`src/design/hasp_pkg.sv`:
```
// Shared types and constants for the highest-averages seat picker.
package hasp_pkg;

  // Fixed field widths
  localparam int REQ_W      = 2;
  localparam int IDX_W      = 11;
  localparam int VAL_W      = 30;
  localparam int CNT_W      = 11;
  localparam int WIN_W      = 8;
  localparam int STAT_W     = 2;
  localparam int NE_IN_W    = 9;
  localparam int CFG_W      = 11;
  localparam int CFG_ADDR_W = 1;
  localparam int IN_DATA_W  = 48;
  localparam int OUT_DATA_W = 16;

  // Configuration register indexes
  localparam logic [CFG_ADDR_W-1:0] CFG_NUM_ENTRIES   = 1'b0;
  localparam logic [CFG_ADDR_W-1:0] CFG_DIVISOR_COUNT = 1'b1;

  // Result status codes
  localparam logic [STAT_W-1:0] RES_OK        = 2'd0;
  localparam logic [STAT_W-1:0] RES_RANGE     = 2'd1;
  localparam logic [STAT_W-1:0] RES_EXHAUSTED = 2'd2;

  typedef enum logic [REQ_W-1:0] {
    REQ_WEIGHT  = 2'd0,
    REQ_DIVISOR = 2'd1,
    REQ_PICK    = 2'd2,
    REQ_RESTART = 2'd3
  } req_t;

  typedef enum logic [2:0] {
    S_INIT,
    S_IDLE,
    S_DECODE,
    S_SCAN,
    S_DRAIN,
    S_COMMIT,
    S_WIPE,
    S_DONE
  } state_t;

  typedef struct packed {
    logic in_load;
    logic decode;
    logic wr_weight;
    logic wr_div;
    logic cnt_clr;
    logic cnt_inc;
    logic clear_wr;
    logic scan_start;
    logic issue;
    logic commit;
    logic picks_clr;
    logic out_load;
  } hasp_cmd_t;

  typedef struct packed {
    req_t req;
    logic exhausted;
    logic cnt_last_all;
    logic cnt_last_used;
    logic pipe_empty;
    logic out_busy;
  } hasp_sts_t;

endpackage

```
`src/design/hasp_ctrl.sv`:
```
// Sequencer for the seat picker: input handshake, scan and sweep control.
module hasp_ctrl (
  input  logic                 clk,
  input  logic                 rst,
  input  logic                 s_tvalid,
  output logic                 s_tready,
  input  hasp_pkg::hasp_sts_t  sts,
  output hasp_pkg::hasp_cmd_t  cmd
);
  import hasp_pkg::*;

  state_t state;
  state_t state_next;

  always_ff @(posedge clk) begin
    if (rst) begin
      state <= S_INIT;
    end else begin
      state <= state_next;
    end
  end

  always_comb begin
    state_next = state;
    unique case (state)
      S_INIT: begin
        if (sts.cnt_last_all) state_next = S_IDLE;
      end
      S_IDLE: begin
        if (s_tvalid) state_next = S_DECODE;
      end
      S_DECODE: begin
        unique case (sts.req)
          REQ_WEIGHT, REQ_DIVISOR: state_next = S_DONE;
          REQ_PICK:                state_next = sts.exhausted ? S_DONE : S_SCAN;
          REQ_RESTART:             state_next = S_WIPE;
          default:                 state_next = S_DONE;
        endcase
      end
      S_SCAN: begin
        if (sts.cnt_last_used) state_next = S_DRAIN;
      end
      S_DRAIN: begin
        if (sts.pipe_empty) state_next = S_COMMIT;
      end
      S_COMMIT: begin
        state_next = S_DONE;
      end
      S_WIPE: begin
        if (sts.cnt_last_all) state_next = S_DONE;
      end
      S_DONE: begin
        if (!sts.out_busy) state_next = S_IDLE;
      end
      default: state_next = S_INIT;
    endcase
  end

  always_comb begin
    cmd      = '0;
    s_tready = 1'b0;
    unique case (state)
      S_INIT: begin
        cmd.clear_wr = 1'b1;
        cmd.cnt_inc  = 1'b1;
      end
      S_IDLE: begin
        s_tready    = 1'b1;
        cmd.in_load = s_tvalid;
      end
      S_DECODE: begin
        cmd.decode     = 1'b1;
        cmd.cnt_clr    = 1'b1;
        cmd.wr_weight  = (sts.req == REQ_WEIGHT);
        cmd.wr_div     = (sts.req == REQ_DIVISOR);
        cmd.scan_start = (sts.req == REQ_PICK) && !sts.exhausted;
        cmd.picks_clr  = (sts.req == REQ_RESTART);
      end
      S_SCAN: begin
        cmd.issue   = 1'b1;
        cmd.cnt_inc = 1'b1;
      end
      S_DRAIN: begin
      end
      S_COMMIT: begin
        cmd.commit = 1'b1;
      end
      S_WIPE: begin
        cmd.clear_wr = 1'b1;
        cmd.cnt_inc  = 1'b1;
      end
      S_DONE: begin
        cmd.out_load = !sts.out_busy;
      end
      default: begin
      end
    endcase
  end

  a_scan_ends_in_drain: assert property (@(posedge clk) disable iff (rst)
    (state == S_SCAN && sts.cnt_last_used) |=> (state == S_DRAIN))
    else $error("scan did not stop after the last entry");

  a_decode_after_accept: assert property (@(posedge clk) disable iff (rst)
    (state == S_DECODE) |-> ($past(state) == S_IDLE && $past(s_tvalid)))
    else $error("decode entered without an accepted beat");

endmodule

```
`config.mk`:
```
export PLATFORM = sky130hd
export DESIGN_NAME = hasp_ctrl
export DESIGN_NICKNAME = d
export VERILOG_FILES = /design/src/design/hasp_pkg.sv /design/src/design/hasp_ctrl.sv
export SDC_FILE = /design/constraint.sdc
export NUM_CORES = 1
export LEC_CHECK = 0
export ABC_AREA = 1
export BUFFER_PORTS_ARGS = -buffer_cell sky130_fd_sc_hd__buf_4
export CORE_AREA = 2 2 39 41
export CTS_CLUSTER_SIZE = 10
export DETAILED_ROUTE_END_ITERATION = 7
export DIE_AREA = 0 0 41 43
export GPL_ROUTABILITY_DRIVEN = 0
export PLACE_DENSITY_LB_ADDON = 0.05
export SYNTH_ARGS = -nofsm -noshare
export SYNTH_HDL_FRONTEND = slang
export SYNTH_SLANG_ARGS = --single-unit
```
`constraint.sdc`:
```
create_clock -name clk -period 1.6 [get_ports clk]
set_clock_uncertainty 0.15 [all_clocks]
set_input_delay 0 -clock clk [delete_from_list [all_inputs] [get_ports clk]]
set_output_delay 0 -clock clk [all_outputs]
set_load 0.1 [all_outputs]
```
Yosys cells after proc, flatten, opt, wreduce, memory -nomap -nowiden
Cells that the tools add are included.
{ "classes": {"muxes": 19, "n_mul": 0, "eq_ne": 16, "n_reduce_logical": 9, "n_bitwise": 0, "div": 0, "addsub": 0, "magnitude_cmp": 0, "n_shift": 0} }
{ "op_table": {"columns": ["op", "count"], "rows": [
  ["$pmux W3 S8", 1],
  ["$mux W3", 7],
  ["$eq A3 B3 Y1 const B", 4],
  ["$ne A2 B2 Y1 const B", 6],
  ["$mux W1", 9],
  ["$pmux W3 S3", 1],
  ["$eq A3 B2 Y1 const B", 2],
  ["$reduce_and A6 Y1", 1],
  ["$eq A2 B2 Y1 const B", 2],
  ["$mux W4", 1],
  ["$reduce_or A2 Y1", 2],
  ["$eq A3 B1 Y1 const B", 1],
  ["$logic_not A3 Y1", 1],
  ["$reduce_or A3 Y1", 1],
  ["$eq A2 B1 Y1 const B", 1],
  ["$logic_not A1 Y1", 2],
  ["$logic_not A2 Y1", 1],
  ["$logic_and A1 B1 Y1", 1]
]} }
{ "totals": {"memories": 0, "word_cells": 45, "register_bits": 3, "input_bits": 10, "romBits": 0, "ramBits": 0, "latch_bits": 0, "output_inout_bits": 13} }

Depth between registers and ports, before layout
Gate-level depths: netlist (run 1).
{ "logic_depth": {"depth_word": 4, "depth_mapped": 9, "depth_no_buf": 8} }

Worst setup path before layout (run 1)
No wires, ideal clock.
{ "synth_timing": {"path_kind": "register -> output", "startpoint": "reg state[2]", "endpoint": "out cmd[8] (netlist name)", "path_stages_with_launch": 5, "arrival_time_ns": 5.095, "required_ns": 1.450, "path_buffers": 1, "slack_ns": -3.645, "cell_sequence": "dfxtp_1 > buf_2 > nor3_1 > inv_1 > nor3_1"} }
{ "synth_rtl": {"columns": ["element", "line_no", "source"], "rows": [
  ["from (decl)", "hasp_ctrl.sv:12", "state_t state;"],
  ["from (signal assigned)", "hasp_ctrl.sv:19", "state <= state_next;"],
  ["to (decl)", "hasp_ctrl.sv:8", "output hasp_pkg::hasp_cmd_t cmd"]
]} }

==> flow_summary.yaml, run 1 <==
run_status:
  status: "completed"
clocking:
  cts_root_buffer: "clkbuf_4"
  cts_tree: "built"
  cts.reportedPaths.clkPinSlew_ns: 0.04
  clock_latency_ns: 0.23
  clockBufferDepth: 2
  cts.htree.levels: 1
  clock_sinks: 3
  cts-buffers-inserted: 3
finish:
  regMostFlops: "state"
  largest_register_ffs: 3
  final_area_um2: 734.5
  mostFrequentLayoutCell: "buf_4"
  nNetsFinal: 115
  reg.largest.list: "state x3"
  area_growth_pct: 90.58
  fin_cells: 120
  final_cell_mix: "buf_4, nand2_1, nor2_1"
  utilization: 0.5307
  diodes: 0
  drive_gt1_frac: 0.4904
yosys:
  yosysUniqueCellTypes: 15
  synth_top_family_by_area: "simple AND/OR/NAND/NOR gates"
  synth_fa_ha_area_frac: 0
  synthTopCellsByArea: "nand2_1, dfxtp_1, nor2_1"
  synth.area.mux_share: 0
  syn_avg_cell_area_um2: 5.138
  syn_area_um2: 385.4
  post_synth_and_or_nand_nor_area_fraction: 0.6396
  syn_inst: 75
  yosysTopAreaCellShare: 0.1753
  ys_seq_elements: 3
  yosys.area_share.xor_xnor: 0
  synth-compound-area-share: 0.02597
  yosysTopAreaCell: "nand2_1"
  ys_seq_area_frac: 0.1558
  yosys_warnings: 0
  synth_nets: 85
sta:
  fmax_mhz: 655.0
  hold_viol: 0
  setup_viol: 0
  tightest_slew_ns: 0.2792
  slew_viol_final: 0
  min_period_ns: 1.527
  slew_headroom: 0.8154
  period_share: 0.9542
  grt_setup_unrepaired: "no"
  layout_setup_ws_ns: 0.07331
worst_setup_path:
  reg2reg_from: "state[1]"
  cp-end-kind: "primary output"
  startpoint_type: "flop"
  r2r_end: "state[1]"
  critical_path_class: "flop to primary output"
  cp.required_ns: 1.45
  regToRegSetupSlack_ns: 0.18
  worstRegToRegCells: 9
  crit_arrival_ns: 1.38
  crit_fanout: 8
detailed_routing:
  drc_errors: 0
  drtPass1Iterations: 4
  routed_wl_um: 1192
  post_drt_wl_per_cell_um: 9.933
  drtIter0Drc: 13
  via_per_inst: 4.575
  num_vias: 549
  detail-route-antenna-nets: 0
floorplanning:
  io_pins: 23
  core_um2: 1384
  die_area_um2: 1763
  rows: 14
  start_util: 0.2785
  die_x_um: 41
  die_h_um: 43
global_routing:
  first_global_vias: 471
  grt_pass1_wl_um: 1918
  grt_max_degree: 9
  antenna_found_initial: 0
  globalRouteOverflowTotal: 0
  grt_usage: 0.1522
min_path:
  hp-class: "input pin to flop"
  hp-start: "sts[3]"
  hold_path_depth: 5
  holdPathEnd: "state[2]"
place:
  placed_area_um2: 641.9
  io_buffers: 22
  dp_hpwl_um: 959.9
  place_ws_ns: 0.06378
  place_inst: 112
job:
  maxCapViolCount: 0
-- final cells by class --
| type | instances | area (µm²) |
|---|---|---|
| fillers | 153 | 649.4 |
| inverters | 13 | 51.30 |
| flip-flops and latches | 3 | 66.31 |
| clock buffers | 4 | 26.28 |
| multi-input cells | 56 | 329.1 |
| repair buffers | 28 | 241.5 |
| well taps | 16 | 20.02 |
-- per-layer routing --
metal	vias to the layer above	wire length (µm)	global-route usage
met5	-	0	0
met4	0	0	0.06000
met3	0	68	0
met2	21	558	0.2188
met1	240	565	0.2345
li1	288	-	-
-- worst max-delay path, stage by stage (launching register included) --
cell     delay (ns)
dfxtp_2        0.43
nand2_1        0.15
inv_1          0.12
nand2_1        0.08
nand3_1        0.07
buf_4          0.29
-- kinds of logic (layout without fill, tap and decap cells) --
| kind of cell | Yosys count | in the layout |
|---|---|---|
| AOI/OAI and AO/OA | 2 | 2 |
| and+or+nand+nor | 54 | 54 |
| buffers and inverters | 16 | 45 |
| DFF | 3 | 3 |
-- synth_stat cells --
library cell / n
a21oi_1: 2
buf_2: 1
buf_4: 2
dfxtp_1: 3
inv_1: 11
inv_2: 2
nand2_1: 18
nand2_2: 1
nand3_1: 7
nand3_2: 2
nand3b_1: 1
nand4_1: 1
nor2_1: 16
nor2_2: 3
nor3_1: 5
-- repair_timing --
action | CTS | global route
endpoints found under the setup margin | 4 | 3
pin swaps | 0 | 3
hold buffers | 1 | 0
gates resized for setup | 8 | 2
setup buffers | 0 | 3
hold endpoints to repair | 3 | 0
-- worst max path at each step --
stage                         from  endpoint  cells after the start
after CTS                 state[1]    cmd[8]                      5
after global routing      state[0]    cmd[6]                      5
after floorplan           state[0]    cmd[8]                      4
after detailed placement  state[0]  state[1]                      7
final                     state[0]    cmd[6]                      5
after global placement    state[0]  state[1]                      7
-- per-stage QoR --
stage | setup TNS (ns) | hold slack, ns
after CTS | 0 | 0.01407
after global placement | 0 | 0.1236
after global routing | 0 | 0.04771
after floorplan | -3.398 | -0.04493
after detailed placement | 0 | 0.1301
final | 0 | 0.02013
Power of run 1 is not shown: default switching activity piles up to over one toggle a cycle in this logic, so the estimate is an artifact.
==> inputs of run 2 (changes only) <==
Clock period 1.6 ns to 1.55 ns, I/O delays scaled along.
==> flow_summary.yaml, run 2 (synthesized netlist as in run 1, its figures left out) <==
run_status:
  status: "finished with violations"
  failed_checks: "setup timing"
sta:
  fin_tns_setup_ns: -0.002158
  layout_setup_ws_ns: -0.002158
  slew_viol_final: 0
  setup_viol: 1
  grt_setup_unrepaired: "yes"
  period_share: 1.001
  whs_ns: 0.08816
  slew_headroom: 0.8158
  tightest_slew_ns: 0.2786
  min_period_ns: 1.552
  fmax_mhz: 644.3
  hold_viol: 0
global_routing:
  grt_max_degree: 9
  grt_pass1_wl_um: 2028
  antenna_found_initial: 0
  globalRouteOverflowTotal: 0
  grt_usage: 0.1739
  first_global_vias: 514
floorplanning:
  die_x_um: 41
  die_h_um: 43
  rows: 14
  die_area_um2: 1763
  start_util: 0.2785
  core_um2: 1384
  io_pins: 23
detailed_routing:
  drtIter0Drc: 21
  num_vias: 575
  routed_wl_um: 1275
  drtPass1Iterations: 4
  post_drt_wl_per_cell_um: 10.37
  via_per_inst: 4.675
  detail-route-antenna-nets: 0
  drc_errors: 0
finish:
  regMostFlops: "state"
  drive_gt1_frac: 0.5047
  nNetsFinal: 118
  largest_register_ffs: 3
  area_growth_pct: 107.1
  final_cell_mix: "buf_4, nand2_1, nor2_1"
  mostFrequentLayoutCell: "buf_4"
  diodes: 0
  fin_cells: 123
  utilization: 0.5769
  reg.largest.list: "state x3"
clocking:
  clockBufferDepth: 2
  cts_root_buffer: "clkbuf_4"
  clock_sinks: 3
  clock_latency_ns: 0.25
  cts.reportedPaths.clkPinSlew_ns: 0.04
  cts.htree.levels: 1
  cts-buffers-inserted: 3
  cts_tree: "built"
worst_setup_path:
  cp_common_cell: "nor3_4"
  regToRegSetupSlack_ns: 0.08
  max_stage_delay_ns: 0.36
  setup.worst_path.start: "state[0]"
  path_buf_inv: 2
  cp-end-kind: "primary output"
  worstPathCellList: "nor3_4, inv_4, nor3_4, buf_12"
  crit_cells: 4
  slowest_stage: "dfxtp_4"
  critical_path_class: "flop to primary output"
  worstRegToRegCells: 9
  path_delay_family: "simple AND/OR/NAND/NOR gates"
  cp.required_ns: 1.40
  crit_fanout: 6
  r2r_end: "state[1]"
  reg2reg_from: "state[1]"
  crit_arrival_ns: 1.40
  startpoint_type: "flop"
min_path:
  hold_path_depth: 6
  hp-start: "sts[0]"
  holdPathEnd: "state[2]"
  hp-class: "input pin to flop"
place:
  io_buffers: 22
  place_inst: 113
  dp_hpwl_um: 952.7
job:
  maxCapViolCount: 0
==> run 2: what timing repair did <==
| action | 4_1_cts | 5_1_grt |
|---|---|---|
| endpoints found under the setup margin | 6 | 6 |
| setup buffers | 3 | 1 |
| resized for setup | 11 | 8 |
| pin swaps | 2 | 2 |
| hold buffers | 2 | 0 |
| endpoints found under the hold margin | 3 | 0 |
==> run 2: tightest hold or removal path: stages <==
cell and delay (ns):
buf_4 0.09, nand3_1 0.07, nand2_1 0.07, nor2_1 0.05, a21oi_1 0.12, nor2_1 0.05
==> run 2: worst max-delay path by stage <==
stage          endpoint  slack [ns]
6_report         cmd[9]      -0.002
3_3_place_gp     cmd[8]        0.09
2_1_floorplan    cmd[8]       -0.88
5_1_grt          cmd[9]       -0.06
4_1_cts          cmd[9]       -0.02
3_5_place_dp     cmd[9]        0.08
==> run 2: final cells by class <==
| cell class | instances | area [µm²] |
|---|---|---|
| fillers | 141 | 585.6 |
| multi-input cells | 56 | 334.1 |
| inverters | 13 | 53.80 |
| repair buffers | 31 | 295.3 |
| well taps | 16 | 20.02 |
| flip-flops and latches | 3 | 68.82 |
| clock buffers | 4 | 26.28 |
==> run 2: stage by stage <==
step / setup WS, ns / cell area [µm²]
detailed placement: 0.08191 / 654.4
finish: -0.002158 / 798.3
global route: -0.06213 / 798.3
CTS: -0.01850 / 760.7
floorplan: -0.8824 / 476.7
global placement: 0.08553 / 654.4
==> run 2: layer usage <==
layer / global-route usage / routed length, µm / up-vias
li1: - / - / 297
met1: 0.1935 / 495 / 246
met2: 0.2500 / 661 / 28
met3: 0.06806 / 85 / 4
met4: 0.1333 / 31 / 0
met5: 0 / 0 / -
Power of run 2 is left out for the same reason.
==> inputs of run 3 (changes only) <==
--- a/constraint.sdc
+++ b/constraint.sdc
@@ -4,2 +4,2 @@
 set_output_delay 0 -clock clk [all_outputs]
-set_load 0.1 [all_outputs]
+set_load 0.05 [all_outputs]
==> flow_summary.yaml, run 3 (synthesized netlist as in run 1, its figures left out) <==
worst_setup_path:
  crit_fanout: 6
  regToRegSetupSlack_ns: 0.15
  cp.required_ns: 1.40
  r2r_end: "state[1]"
  cp-end-kind: "primary output"
  startpoint_type: "flop"
  crit_arrival_ns: 1.29
  worstRegToRegCells: 7
  reg2reg_from: "state[2]"
  critical_path_class: "flop to primary output"
run_status:
  status: "completed"
min_path:
  hold_path_depth: 5
  hp-class: "input pin to flop"
  holdPathEnd: "state[2]"
  hp-start: "sts[3]"
floorplanning:
  die_x_um: 41
  core_um2: 1384
  die_h_um: 43
  die_area_um2: 1763
  io_pins: 23
  start_util: 0.2785
  rows: 14
clocking:
  clock_sinks: 3
  cts_tree: "built"
  clock_latency_ns: 0.23
  clockBufferDepth: 2
  cts-buffers-inserted: 3
  cts_root_buffer: "clkbuf_4"
  cts.reportedPaths.clkPinSlew_ns: 0.04
  cts.htree.levels: 1
finish:
  regMostFlops: "state"
  mostFrequentLayoutCell: "buf_4"
  diodes: 0
  drive_gt1_frac: 0.4455
  final_area_um2: 675.6
  final_cell_mix: "buf_4, nand2_1, nor2_1"
  nNetsFinal: 112
  regArea_um2: 65.06
  largest_register_ffs: 3
  area_growth_pct: 75.32
  reg.largest.list: "state x3"
  nFillCells: 168
  multi_input_comb_area_um2: 312.8
global_routing:
  grt_max_degree: 9
  antenna_found_initial: 0
  first_global_vias: 440
  grt_usage: 0.1397
  grt_pass1_wl_um: 1752
  globalRouteOverflowTotal: 0
power_and_ir_drop:
  vdd_ir_drop_max_mv: 1.100
  power.leakage_uw: 0.0003720
  power_density_nw_per_um2: 2320
detailed_routing:
  routed_wl_um: 1088
  drc_errors: 0
  detail-route-antenna-nets: 0
  num_vias: 522
  drtPass1Iterations: 4
  via_per_inst: 4.462
  post_drt_wl_per_cell_um: 9.299
  drtIter0Drc: 13
sta:
  fmax_mhz: 692.6
  slew_headroom: 0.8332
  tightest_slew_ns: 0.2483
  hold_viol: 0
  period_share: 0.9315
  whs_ns: 0.01194
  slew_viol_final: 0
  min_period_ns: 1.444
  setup_viol: 0
  grt_setup_unrepaired: "no"
place:
  dp_hpwl_um: 921.4
  io_buffers: 22
  placed_area_um2: 618.1
job:
  maxCapViolCount: 0
==> run 3: cell count changes in the layout (fill, tap and decap cells not counted), moves of 2 or more <==
cell    delta
buf_12     -4
buf_4      -2
buf_6      +2
nor2_1     +2
nor2_2     -2
==> run 3: worst max-delay path, cell delays in order (launching register included) <==
cell     delay (ns)
dfxtp_4        0.38
inv_4          0.06
nor3_4         0.17
inv_4          0.10
nor3_4         0.17
buf_6          0.17
==> run 3: layout make-up <==
cell class / count / area share
clock buffer: 4 / 0.03889
inverter: 13 / 0.07963
multi-input combinational: 56 / 0.4630
sequential: 3 / 0.09630
tap: 16 / 0.02963
timing repair buffer: 25 / 0.2926
==> run 3: worst max path at each step <==
stage                          end  slack [ns]  cells after the start  startpoint
after CTS                   cmd[8]        0.01                      5    state[1]
after global placement    state[0]       -0.02                      7    state[0]
final                       cmd[9]        0.11                      5    state[1]
after detailed placement  state[1]        0.02                      7    state[0]
after floorplan             cmd[8]       -0.19                      4    state[0]
after global routing        cmd[9]        0.01                      5    state[1]
==> run 3: what timing repair did <==
| action | 4_1_cts | 5_1_grt |
|---|---|---|
| setup endpoints to repair | 3 | 2 |
| hold endpoints to repair | 3 | 0 |
| buffers inserted | 1 | 0 |
| hold buffers | 1 | 0 |
| pin swaps | 1 | 2 |
| resized for setup | 5 | 0 |
==> run 3: power by group <==
group,total (µW),leakage [µW],switching (µW),internal [µW]
Combinational,1220,0.000331,837,381
Sequential,217,0.0000258,87.6,129
Clock,133,0.0000150,37.2,96.3
Total,1570,0.000372,962,606
==> run 3: through the flow <==
stage	util	cells	TNS (ns)	power, µW	worst slack [ns]
after floorplan	-	75	-0.4612	1165	-0.1949
after global placement	0.4467	111	-0.02775	1409	-0.01535
after detailed placement	0.4467	111	0	1400	0.02386
after CTS	0.4882	117	0	1585	0.01486
after global routing	0.4882	117	0	1682	0.01082
final	0.4882	117	0	1568	0.1062
==> run 3: layer usage <==
layer / global-route usage / vias to the layer above / share of wire
met4: 0 / 0 / 0
met5: 0 / - / 0
met3: 0.04712 / 0 / 0.075
met2: 0.2125 / 17 / 0.47
li1: - / 283 / -
met1: 0.2000 / 222 / 0.46
No activity file was read; power rests on OpenSTA's default activity.
